## src/design/fl64_pkg.sv

```systemverilog
// Package for the Fletcher-64 block verifier: widths, word position codes,
// the snapshot struct passed from accumulation to folding, and mod 2^32-1 helpers.
// No dependencies.
package fl64_pkg;

  localparam int WORD_W = 32;
  localparam int CSUM_W = 2 * WORD_W;

  localparam logic [WORD_W-1:0] MOD32M1 = 32'hFFFF_FFFF;

  // Words seen in the current block, saturating at two
  typedef enum logic [1:0] {
    POS_ZERO = 2'd0,
    POS_ONE  = 2'd1,
    POS_TWO  = 2'd2
  } fl64_pos_t;

  // Block state captured at the last word, handed to the fold pipeline
  typedef struct packed {
    logic [WORD_W-1:0] first_sum;
    logic [WORD_W-1:0] second_sum;
    logic [WORD_W-1:0] held_word_zero;
    logic [WORD_W-1:0] held_word_one;
    logic              short_block;
  } fl64_snap_t;

  // All-ones is congruent to zero modulo 2^32-1
  function automatic logic [WORD_W-1:0] reduce_word(input logic [WORD_W-1:0] w);
    return (w == MOD32M1) ? '0 : w;
  endfunction

  // (a + b) mod 2^32-1, both operands already reduced
  function automatic logic [WORD_W-1:0] add_mod(input logic [WORD_W-1:0] a,
                                               input logic [WORD_W-1:0] b);
    logic [WORD_W:0] sum;
    logic [WORD_W:0] adj;
    sum = {1'b0, a} + {1'b0, b};
    adj = sum - {1'b0, MOD32M1};
    return (sum >= {1'b0, MOD32M1}) ? adj[WORD_W-1:0] : sum[WORD_W-1:0];
  endfunction

endpackage

```

## src/design/fl64_if.sv

```systemverilog
// Channel interfaces for the Fletcher-64 verifier: block words in, results out.
// Valid/ready handshake; depends on fl64_pkg.
interface fl64_in_if;
  import fl64_pkg::*;

  logic              valid;
  logic              ready;
  logic [WORD_W-1:0] word;
  logic              last;

  modport source (output valid, output word, output last, input ready);
  modport sink   (input valid, input word, input last, output ready);
endinterface

interface fl64_out_if;
  import fl64_pkg::*;

  logic              valid;
  logic              ready;
  logic [CSUM_W-1:0] checksum;
  logic              block_ok;
  logic              short_block;

  modport source (output valid, output checksum, output block_ok, output short_block,
                  input ready);
  modport sink   (input valid, input checksum, input block_ok, input short_block,
                  output ready);
endinterface

```

## src/design/fl64_accum.sv

```systemverilog
// Input register and running Fletcher sum pair for the block verifier.
// Emits a snapshot of the block state on its last word; depends on fl64_pkg, fl64_if.
module fl64_accum (
  input  logic                clk,
  input  logic                rst_n,
  fl64_in_if.sink             in_chan,
  output logic                snap_valid,
  input  logic                snap_ready,
  output fl64_pkg::fl64_snap_t snap
);
  import fl64_pkg::*;

  logic              v0_r;
  logic [WORD_W-1:0] word0_r;
  logic              last0_r;

  logic [WORD_W-1:0] first_r, first_nxt;
  logic [WORD_W-1:0] second_r, second_nxt;
  logic [WORD_W-1:0] held0_r, held0_nxt;
  logic [WORD_W-1:0] held1_r, held1_nxt;
  fl64_pos_t         pos_r, pos_nxt;

  logic consume;

  // Item in the input register leaves when it is not a last word or the fold side takes it
  assign consume      = v0_r && (!last0_r || snap_ready);
  assign in_chan.ready = !v0_r || consume;
  assign snap_valid   = v0_r && last0_r;

  // Input register
  always_ff @(posedge clk) begin
    if (!rst_n) begin
      v0_r <= 1'b0;
    end else if (in_chan.ready) begin
      v0_r <= in_chan.valid;
    end
    if (in_chan.ready && in_chan.valid) begin
      word0_r <= in_chan.word;
      last0_r <= in_chan.last;
    end
  end

  // Block state after this word: hold the two stored words, then accumulate
  always_comb begin
    first_nxt  = first_r;
    second_nxt = second_r;
    held0_nxt  = held0_r;
    held1_nxt  = held1_r;
    pos_nxt    = pos_r;
    case (pos_r)
      POS_ZERO: begin
        held0_nxt = word0_r;
        pos_nxt   = POS_ONE;
      end
      POS_ONE: begin
        held1_nxt = word0_r;
        pos_nxt   = POS_TWO;
      end
      default: begin
        first_nxt  = add_mod(first_r, reduce_word(word0_r));
        second_nxt = add_mod(second_r, first_nxt);
      end
    endcase
  end

  assign snap.first_sum      = first_nxt;
  assign snap.second_sum     = second_nxt;
  assign snap.held_word_zero = held0_nxt;
  assign snap.held_word_one  = held1_nxt;
  assign snap.short_block    = (pos_r == POS_ZERO);

  // State registers; a last word clears everything for the next block
  always_ff @(posedge clk) begin
    if (!rst_n) begin
      first_r  <= '0;
      second_r <= '0;
      held0_r  <= '0;
      held1_r  <= '0;
      pos_r    <= POS_ZERO;
    end else if (consume) begin
      if (last0_r) begin
        first_r  <= '0;
        second_r <= '0;
        held0_r  <= '0;
        held1_r  <= '0;
        pos_r    <= POS_ZERO;
      end else begin
        first_r  <= first_nxt;
        second_r <= second_nxt;
        held0_r  <= held0_nxt;
        held1_r  <= held1_nxt;
        pos_r    <= pos_nxt;
      end
    end
  end

`ifndef ASSERT_OFF
  // Running sums stay reduced
  a_sums_reduced: assert property (@(posedge clk) disable iff (!rst_n)
    first_r != MOD32M1 && second_r != MOD32M1)
    else $error("running sum left unreduced");

  // A consumed last word returns the block to its start
  a_clear_on_last: assert property (@(posedge clk) disable iff (!rst_n)
    consume && last0_r |=> pos_r == POS_ZERO && first_r == '0 && second_r == '0)
    else $error("block state not cleared after last word");

  // Sums only move once both stored words are held
  a_sums_wait: assert property (@(posedge clk) disable iff (!rst_n)
    pos_r != POS_TWO |-> first_r == '0 && second_r == '0)
    else $error("sum changed before third word");
`endif

endmodule

```

## src/design/fl64_fold.sv

```systemverilog
// Fold pipeline: adds the two stored checksum words into the sum pair over two
// stages and holds the result in the output register; depends on fl64_pkg, fl64_if.
module fl64_fold (
  input  logic                 clk,
  input  logic                 rst_n,
  input  logic                 snap_valid,
  output logic                 snap_ready,
  input  fl64_pkg::fl64_snap_t snap,
  fl64_out_if.source           out_chan
);
  import fl64_pkg::*;

  logic       va_r;
  fl64_snap_t snap_a_r;

  logic              vb_r;
  logic [WORD_W-1:0] f1_b_r, s1_b_r, held1_b_r;
  logic              short_b_r;

  logic              vc_r;
  logic [CSUM_W-1:0] csum_c_r;
  logic              ok_c_r;
  logic              short_c_r;

  logic              a_ready, b_ready, c_ready;
  logic [WORD_W-1:0] f1_nxt, s1_nxt, f2_nxt, s2_nxt;
  logic [CSUM_W-1:0] csum_nxt;

  // Each stage moves when it is empty or the one after it moves
  assign c_ready    = !vc_r || out_chan.ready;
  assign b_ready    = !vb_r || c_ready;
  assign a_ready    = !va_r || b_ready;
  assign snap_ready = a_ready;

  // First fold: stored word zero
  assign f1_nxt = add_mod(snap_a_r.first_sum, reduce_word(snap_a_r.held_word_zero));
  assign s1_nxt = add_mod(snap_a_r.second_sum, f1_nxt);

  // Second fold: stored word one
  assign f2_nxt   = add_mod(f1_b_r, reduce_word(held1_b_r));
  assign s2_nxt   = add_mod(s1_b_r, f2_nxt);
  assign csum_nxt = short_b_r ? '0 : {s2_nxt, f2_nxt};

  // Stage valid bits
  always_ff @(posedge clk) begin
    if (!rst_n) begin
      va_r <= 1'b0;
      vb_r <= 1'b0;
      vc_r <= 1'b0;
    end else begin
      if (a_ready) begin
        va_r <= snap_valid;
      end
      if (b_ready) begin
        vb_r <= va_r;
      end
      if (c_ready) begin
        vc_r <= vb_r;
      end
    end
  end

  // Stage payloads
  always_ff @(posedge clk) begin
    if (a_ready && snap_valid) begin
      snap_a_r <= snap;
    end
    if (b_ready && va_r) begin
      f1_b_r    <= f1_nxt;
      s1_b_r    <= s1_nxt;
      held1_b_r <= snap_a_r.held_word_one;
      short_b_r <= snap_a_r.short_block;
    end
    if (c_ready && vb_r) begin
      csum_c_r  <= csum_nxt;
      ok_c_r    <= !short_b_r && (csum_nxt == '0);
      short_c_r <= short_b_r;
    end
  end

  assign out_chan.valid       = vc_r;
  assign out_chan.checksum    = csum_c_r;
  assign out_chan.block_ok    = ok_c_r;
  assign out_chan.short_block = short_c_r;

`ifndef ASSERT_OFF
  // Both halves of a reported checksum are reduced
  a_out_reduced: assert property (@(posedge clk) disable iff (!rst_n)
    vc_r |-> csum_c_r[WORD_W-1:0] != MOD32M1 && csum_c_r[CSUM_W-1:WORD_W] != MOD32M1)
    else $error("reported checksum half not reduced");

  // A short block never verifies and reports a zero checksum
  a_short_result: assert property (@(posedge clk) disable iff (!rst_n)
    vc_r && short_c_r |-> !ok_c_r && csum_c_r == '0)
    else $error("short block result malformed");

  // An item in stage B reaches the output register on the next edge when it is free
  a_b_to_c: assert property (@(posedge clk) disable iff (!rst_n)
    vb_r && c_ready |=> vc_r)
    else $error("item lost between fold stages");
`endif

endmodule

```

## src/design/block_fletcher64_verify.sv

```systemverilog
// Fletcher-64 block verifier, top level.
// Channels: in_chan (sink) takes one 32-bit little-endian block word per item,
// with last set on the block's final word. out_chan (source) gives one result
// item per block: checksum (second sum high, first sum low, both mod 2^32-1),
// block_ok when the checksum is zero and the block is not short, short_block for a one-word block.
// The first two words of a block are the stored checksum and are held aside;
// later words update the running sum pair.
// Throughput: one word per cycle, set by the two end-around-carry adds of the
// running sum pair in fl64_accum, except while a last word waits for the fold side.
// Path of a last word: the input register captures it at the edge that accepts it;
// two fold stages in fl64_fold follow, then the output register, which drives
// out_chan.valid.
// Reset (rst_n low, synchronous) empties all stages and clears the sum pair,
// held words and word position, so the next word starts a new block.
// When out_chan stalls, non-last words keep being accepted; last words fill the
// fold stages, and in_chan.ready drops only when a last word cannot move on.
// Depends on fl64_pkg, fl64_if, fl64_accum, fl64_fold.
module block_fletcher64_verify (
  input  logic       clk,
  input  logic       rst_n,
  fl64_in_if.sink    in_chan,
  fl64_out_if.source out_chan
);
  import fl64_pkg::*;

  logic       snap_valid;
  logic       snap_ready;
  fl64_snap_t snap;

  fl64_accum u_accum (
    .clk        (clk),
    .rst_n      (rst_n),
    .in_chan    (in_chan),
    .snap_valid (snap_valid),
    .snap_ready (snap_ready),
    .snap       (snap)
  );

  fl64_fold u_fold (
    .clk        (clk),
    .rst_n      (rst_n),
    .snap_valid (snap_valid),
    .snap_ready (snap_ready),
    .snap       (snap),
    .out_chan   (out_chan)
  );

endmodule
```

## src/flat_wrapper.sv

```systemverilog
// flat-port wrapper written by rule: the top's interface ports become plain ports
module block_fletcher64_verify_flat import fl64_pkg::*;
  (clk, rst_n, in_chan_valid, in_chan_word, in_chan_last, in_chan_ready, out_chan_valid, out_chan_checksum, out_chan_block_ok, out_chan_short_block, out_chan_ready);
  fl64_in_if in_chan_i ();
  fl64_out_if out_chan_i ();
  input  logic clk;
  input  logic rst_n;
  input wire logic [$bits(in_chan_i.valid)-1:0] in_chan_valid;
  input wire logic [$bits(in_chan_i.word)-1:0] in_chan_word;
  input wire logic [$bits(in_chan_i.last)-1:0] in_chan_last;
  output wire logic [$bits(in_chan_i.ready)-1:0] in_chan_ready;
  output wire logic [$bits(out_chan_i.valid)-1:0] out_chan_valid;
  output wire logic [$bits(out_chan_i.checksum)-1:0] out_chan_checksum;
  output wire logic [$bits(out_chan_i.block_ok)-1:0] out_chan_block_ok;
  output wire logic [$bits(out_chan_i.short_block)-1:0] out_chan_short_block;
  input wire logic [$bits(out_chan_i.ready)-1:0] out_chan_ready;
  assign in_chan_i.valid = in_chan_valid;
  assign in_chan_i.word = in_chan_word;
  assign in_chan_i.last = in_chan_last;
  assign in_chan_ready = in_chan_i.ready;
  assign out_chan_valid = out_chan_i.valid;
  assign out_chan_checksum = out_chan_i.checksum;
  assign out_chan_block_ok = out_chan_i.block_ok;
  assign out_chan_short_block = out_chan_i.short_block;
  assign out_chan_i.ready = out_chan_ready;
  block_fletcher64_verify u_core (.clk(clk), .rst_n(rst_n), .in_chan(in_chan_i), .out_chan(out_chan_i));
endmodule
```

## config.mk

```make
export PLATFORM = sky130hd
export DESIGN_NAME = block_fletcher64_verify_flat
export DESIGN_NICKNAME = d
export VERILOG_FILES = /design/src/design/fl64_pkg.sv /design/src/design/fl64_if.sv /design/src/design/fl64_accum.sv /design/src/design/fl64_fold.sv /design/src/design/block_fletcher64_verify.sv /design/src/flat_wrapper.sv
export SDC_FILE = /design/constraint.sdc
export NUM_CORES = 1
export LEC_CHECK = 0
export BUFFER_PORTS_ARGS = -buffer_cell sky130_fd_sc_hd__buf_4
export CAP_MARGIN = 5
export CELL_PAD_IN_SITES_DETAIL_PLACEMENT = 1
export CELL_PAD_IN_SITES_GLOBAL_PLACEMENT = 2
export CORE_MARGIN = 2
export CORE_UTILIZATION = 37
export CTS_CLUSTER_SIZE = 40
export DETAILED_ROUTE_END_ITERATION = 10
export GPL_ROUTABILITY_DRIVEN = 0
export PLACE_DENSITY = 0.8
export SYNTH_ARGS = -nofsm -noshare
export SYNTH_HDL_FRONTEND = slang
export SYNTH_SLANG_ARGS = --single-unit
```

## constraint.sdc

```tcl
create_clock -name clk -period 9.06 [get_ports clk]
set_input_delay 1.359 -clock clk [delete_from_list [all_inputs] [get_ports clk]]
set_output_delay 1.359 -clock clk [all_outputs]
set_load 0.02 [all_outputs]
```

; ---- After elaboration in Yosys (flattened, before gate mapping)
; Cells that the tools add are included.
[word_totals]
out_inout_bits = 68
register_bits = 459
input_bits = 37
elab_cells = 88
[op_classes]
add_sub_neg = 12
muxes = 20
n_eq_ne = 4
reduce_logical = 23
n_lt_le_gt_ge = 6
[ops]
columns = op, n
row1 = $mux 32, 17
row2 = $add 32x32->33, 6
row3 = $ge 33x32->1 const B, 6
row4 = $sub 32x32->32 const B, 6
row5 = $eq 32x32->1 const B, 3
row6 = $logic_not 64->1, 1
row7 = $mux 64, 1
row8 = $logic_and 1x1->1, 7
row9 = $logic_not 1->1, 6
row10 = $logic_or 1x1->1, 5
row11 = $pmux 2 s2, 1
row12 = $reduce_bool 3->1, 1
row13 = $eq 2x1->1 const B, 1
row14 = $logic_not 2->1, 1
row15 = $mux 2, 1
row16 = $reduce_and 2->1, 1
row17 = $reduce_or 2->1, 1

; ---- Depth between registers and ports, before layout
[logic_depth]
word_depth = 11
ltp_mapped = 40

; ---- Cells and area by module
; A second synthesis with hierarchy kept.
[hier_totals]
hier_cells = 3758
area_unflattened_um2 = 34160.3
[modules_own_cells]
columns = mod, area_each_um2, cells_each, n_inst
row1 = fl64_fold, 20838.7, 2093, 1
row2 = fl64_accum, 13321.5, 1665, 1

; ---- Least setup slack after synthesis
; Ideal clock, no wire load.
[synth_timing]
path_kind = flip-flop to flip-flop
start = reg u_core.u_fold.snap_a_r[52] (netlist name)
end = reg u_core.u_fold.s1_b_r[19] (data pin)
arrival_ns = 8.894
synth_period_minus_slack_ns = 9.183
slack_ns = -0.123
stages_incl_launch_ff = 41
path_buffers = 2
cell_sequence = edfxtp_1 -> nand4_1 -> nor4_1 -> nand2_1 -> clkbuf_1 -> and2_1 -> ha_1 -> fa_1 -> a21o_1 -> a21oi_1 -> o21bai_1 -> a2111o_1 -> nand4_1 -> o211a_1 -> o31ai_1 -> a211o_1 -> a21oi_1 -> xnor2_1 -> (+5 left out) -> ha_1 -> inv_1 -> fa_1 -> nor2b_1 -> o21ai_0 -> a21boi_0 -> o21ai_0 -> a311o_1 -> or2_2 -> nor3_1 -> nand3b_1 -> nor4bb_1 -> and4_1 -> nand4_1 -> o41ai_1 -> nand3_1 -> nor3_1 -> xnor2_1
[synth_via]
elab_chain_cells = 8
word_cells_on_any_way = 10
cone_classes = add/sub: 4 / order compare: 2 / eq/ne: 1 / mux: 3
[synth_rtl]
columns = item, line_no
row1 = "start, declared", fl64_fold.sv:14  ; fl64_snap_t snap_a_r;
row2 = "start signal, assigned", fl64_fold.sv:66  ; snap_a_r <= snap;
row3 = $eq 32x32->1, fl64_pkg.sv:29  ; return (w == MOD32M1) ? '0 : w;
row4 = $mux 32 *, fl64_pkg.sv:29
row5 = $add 32x32->33 *, fl64_pkg.sv:37  ; sum = {1'b0, a} + {1'b0, b};
row6 = $sub 32x32->32 / $ge 33x32->1 (equally long branches), "fl64_pkg.sv:38, fl64_pkg.sv:39"
row7 = $mux 32 *, fl64_pkg.sv:39  ; return (sum >= {1'b0, MOD32M1}) ? adj[WORD_W-1:0] : sum[WORD_W-1:0];
row8 = net u_core.u_fold.f1_nxt[0], fl64_fold.sv:26  ; logic [WORD_W-1:0] f1_nxt, s1_nxt, f2_nxt, s2_nxt;
row9 = $add 32x32->33 *, fl64_pkg.sv:37
row10 = $sub 32x32->32 / $ge 33x32->1 (equally long branches), "fl64_pkg.sv:38, fl64_pkg.sv:39"
row11 = $mux 32 *, fl64_pkg.sv:39
row12 = net u_core.u_fold.s1_nxt[19], fl64_fold.sv:26
row13 = "end signal, assigned", fl64_fold.sv:70  ; s1_b_r <= s1_nxt;
row14 = "end, declared", fl64_fold.sv:17  ; logic [WORD_W-1:0] f1_b_r, s1_b_r, held1_b_r;
; The timed path passes the listed nets; every way through them passes the cells marked *.
; A chain may end at the register's enable or synchronous reset.

; ---- Final worst setup path
[layout_timing]
start = reg u_core.u_fold.held1_b_r[21]
end = reg u_core.u_fold.ok_c_r, in the netlist u_core.u_fold.out_chan.block_ok (data pin)
[layout_via]
elab_chain_cells = 11
word_cells_on_any_way = 13
cone_classes = add/sub: 4 / order compare: 2 / eq/ne: 1 / mux: 4 / reduce/logical: 2
[layout_rtl]
columns = item, line_no
row1 = "start, declared", fl64_fold.sv:17
row2 = "start signal, assigned", fl64_fold.sv:71  ; held1_b_r <= snap_a_r.held_word_one;
row3 = $eq 32x32->1, fl64_pkg.sv:29
row4 = $mux 32 *, fl64_pkg.sv:29
row5 = $add 32x32->33 *, fl64_pkg.sv:37
row6 = $sub 32x32->32 / $ge 33x32->1 (equally long branches), "fl64_pkg.sv:38, fl64_pkg.sv:39"
row7 = $mux 32 *, fl64_pkg.sv:39
row8 = $add 32x32->33, fl64_pkg.sv:37
row9 = $sub 32x32->32 / $ge 33x32->1 (equally long branches), "fl64_pkg.sv:38, fl64_pkg.sv:39"
row10 = $mux 32, fl64_pkg.sv:39
row11 = $mux 64 *, fl64_fold.sv:42  ; assign csum_nxt = short_b_r ? '0 : {s2_nxt, f2_nxt};
row12 = $logic_not 64->1 *, fl64_fold.sv:76  ; ok_c_r <= !short_b_r && (csum_nxt == '0);
row13 = $logic_and 1x1->1 *, fl64_fold.sv:76
row14 = "end signal, assigned", fl64_fold.sv:76
row15 = "end, declared", fl64_fold.sv:22  ; logic ok_c_r;
; Mark *: on every way between the ends. The rest lies on a longest branch, timed or not.

==> impl_summary.txt <==
----------------------------------------------------
[Setup path]
  Element type at the critical path start ... flop
  Gate family responsible for the most delay along the worst path ... simple AND/OR/NAND/NOR gates
  Type of element capturing the critical path ... flop
  CP Data Arrival Time ... about 10 ns
  Slowest cell on the critical path ... nor4_2
  Delay contributed by the slowest stage of the critical path ... 0.45 ns
  Critical path class ... flop to flop
  Crit path required time ... roughly 9.5 ns
  WP buf/inv ... 10
  CP most frequent cell ... buf_4
  Setup slack of the worst register-to-register path ... -0.46 ns
  Maximum fanout count along the critical path ... 8

[Logic synthesis]
  Synth Warn # ... 0
  Number of synthesized flops with an enable pin ... 325
  Count of unique library cells instantiated by Yosys ... 93
  Flip-flop and latch count after synthesis ... 459
  Combined area of all synthesized cells ... 32910 µm²
  Syn Area/Cell ... 9.168 µm²
  Post-Syn Instances ... 3590
  Fraction of synthesis flops using an asynchronous set or reset pin ... 0
  Leading register cell type out of synthesis ... edfxtp_1
  Synthesized Nets ... 3834
  Sequential cell area fraction in the yosys report ... 0.3780

[Final layout]
  Share of cells above drive strength 1 ... 0.4185
  Net total in the final layout ... a little over 5000
  Most frequent cells in the layout ... buf_4, edfxtp_1, nand2_1
  Final core utilization ... 0.5581
  Post-layout instance area ... 49250 µm²
  Filler Cell Count ... just under 10000
  Final standard cell count with taps included and fillers excluded ... 5995
  Leading cell type in the layout, fill and taps excluded ... buf_4
  Area delta synth->final ... 49.63%

[Floorplanning]
  Number of placement rows ... 109
  Horizontal die dimension ... about 300 µm
  Top-level port count ... around 110
  Die height ... 302.3 µm
  Area of the die ... just over 90000 µm²
  Starting Density ... 0.3730
  Floorplan core area ... slightly below 90000 µm²

[Timing]
  Post-route clock skew ... 0.02805 ns
  Slew margin rel. ... 0.2357
  Count of pins over their slew limit ... 0
  Achievable frequency ... 0.1050 GHz
  Minimum clock period ... 9.522 ns
  Slew of the pin with the lowest slew margin ... 1.144 ns
  Slack of the critical path ... -0.4624 ns
  Hold violation count in the final report ... 0
  RSZ-0062 raised after global routing ... true
  Hold WS ... between 0.4 and 0.5 ns
  TNS Setup ... -9.502 ns
  Post-route fraction of the period consumed by the critical path ... 1.051
  Count of final setup violators ... between 60 and 70

[Route]
  DR vias/cell ... 5.711
  Starting DRC count in detailed routing ... 2297
  Total via count in the routed design ... ~34000
  Wire length after detailed routing ... 147300 µm
  Post-detailed-route wirelength per cell ... 24.57 µm
  Detail Route Antenna Nets ... 0
  First drt pass iteration count ... 5
  DR DRC count ... 0

[Global routing]
  Number of global-route vias before repair ... 33856
  GRT Overall Usage ... 0.2761
  Total overflow reported by the global router ... 0
  Number of antenna violations at the first check in global routing ... 6
  Global-route wire length before repair ... 197100 µm
  Pin count of the biggest net entering global routing ... 77

[CTS]
  Clock-pin slew on the worst setup and hold paths ... 0.06 ns
  CTS H-tree depth ... 2
  Insertion delay to the later sink of the worst-skew pair ... just over 0.6 ns
  Quantity of hold-fixing buffers added after cts ... 0
  Buffer cell driving the clock tree root ... clkbuf_16
  Number of sinks handled by clock tree synthesis ... 459
  Number of buffers created by CTS ... 53
  TritonCTS clock tree ... built
  Number of buffers on the longest clock path ... 3

[Power and ir drop]
  Switching pwr ... 2.114 mW
  Worst ir drop on vdd ... between 0.1 and 0.15 mV
  Cell leakage power ... 20.42 nW
  Total power per unit cell area ... approximately 130 nW/µm²
  Switching power share of the total ... 0.3194
  Logic pwr share ... 0.317
  Cell internal pwr ... 4.504 mW
  Sequential Power Share ... 0.356
  Relative contribution of the clock network to total power ... 0.327
  Final Total Pwr ... between 6 and 7 mW

[Run]
  Maximum Capacitance Violations ... 0

[Place]
  Port Buffer Count ... roughly 100
  Detail Placement HPWL ... 100100 µm
  Setup Slack @ Placement ... -1.050 ns
  Post-placement cell area ... 42370 µm²
  Total instance count after detailed placement ... about 5700

[Outcome]
  Violations in the final reports ... negative setup slack
  Outcome ... finished, violations left

[Min path]
  Worst hold path class ... flop to flop

----------------------------------------------------
-- cells by family after synthesis --
| kind of cell | after synthesis | synth area share |
|---|---|---|
| and+or+nand+nor | 1344 | 0.2142 |
| AOI/OAI and AO/OA | 912 | 0.1822 |
| DFF | 459 | 0.3780 |
| xor gates and xnor gates | 310 | 0.08272 |
| buffers and inverters | 262 | 0.03034 |
| adders and majority gates | 207 | 0.08006 |
| muxes | 96 | 0.03243 |
-- worst paths after layout --
kind,start,to,cells after the start
setup reg to reg,u_core.u_fold.held1_b_r[21]$_DFFE_PP_,u_core.u_fold.out_chan.block_ok$_DFFE_PP_,42
setup / recovery,u_core.u_fold.held1_b_r[21]$_DFFE_PP_,u_core.u_fold.out_chan.block_ok$_DFFE_PP_,42
hold reg to reg,u_core.u_fold.snap_a_r[25]$_DFFE_PP_,u_core.u_fold.held1_b_r[24]$_DFFE_PP_,0
hold / removal,u_core.u_fold.snap_a_r[25]$_DFFE_PP_,u_core.u_fold.held1_b_r[24]$_DFFE_PP_,0
-- cells in the mapped netlist (71+ instances only) --
master	number	share of area
and2_1	144	0.027
o21ai_0	162	0.025
inv_1	120	0.014
nand3b_1	71	0.016
nand2_1	310	0.035
nand4_1	80	0.015
dfxtp_1	134	0.082
edfxtp_1	325	0.30
nor2_1	258	0.029
clkbuf_1	126	0.014
xor2_1	103	0.027
a21oi_1	255	0.039
xnor2_1	206	0.055
nand3_1	96	0.015
a21boi_0	72	0.016
a21o_1	100	0.023
nor3_1	96	0.015
ha_1	201	0.076
mux2_2	85	0.029
-- timing repair --
item / in CTS / in global routing
endpoints found under the setup margin: 126 / 119
cloned: 4 / 6
pin swaps: 76 / 290
resized for setup: 214 / 549
buffers inserted: 37 / 115
-- registers in the layout, indices dropped and copies added, names as in the netlist --
name                                count
u_core.u_accum.word0_r                 32
u_core.u_accum.first_r                 32
u_core.u_accum.held0_r                 32
u_core.u_accum.v0_r                     1
u_core.u_fold.va_r                      1
u_core.u_fold.out_chan.block_ok         1
u_core.u_fold.out_chan.checksum        64
u_core.u_fold.short_b_r                 1
u_core.u_accum.second_r                32
u_core.u_fold.snap_a_r                129
u_core.u_fold.vb_r                      1
u_core.u_fold.f1_b_r                   32
u_core.u_accum.last0_r                  1
u_core.u_fold.s1_b_r                   32
u_core.u_accum.held1_r                 32
u_core.u_fold.held1_b_r                32
u_core.u_accum.pos_r                    2
u_core.u_fold.out_chan.short_block      1
u_core.u_fold.out_chan.valid            1
-- power groups by stage --
stage                     combinational [mW]  clock (mW)  sequential, mW
after floorplan                        0.830           0            2.39
after CTS                               1.79        2.15            2.35
after global routing                    2.21        2.25            2.36
after detailed placement                1.70           0            2.40
after global placement                  1.65           0            2.39
final                                   2.10        2.16            2.36
-- cell type report --
class / instances / area, µm² / share of cell area
multi-input combinational: 2871 / 23270 / 0.4725
sequential: 459 / 12450 / 0.2527
timing repair buffer: 1280 / 9912 / 0.2013
tap: 1165 / 1458 / 0.02960
clock buffer: 70 / 1441 / 0.02927
inverter: 120 / 450.4 / 0.009146
clock inverter: 29 / 266.5 / 0.005411
antenna: 1 / 2.502 / 0.00005081
-- layer usage --
layer / wire, µm / global-route usage
met5: 32 / 0
met4: 10040 / 0.1129
met3: 7130 / 0.02945
met1: 56970 / 0.3360
met2: 73140 / 0.4953
(Power assumes the default switching activity.)
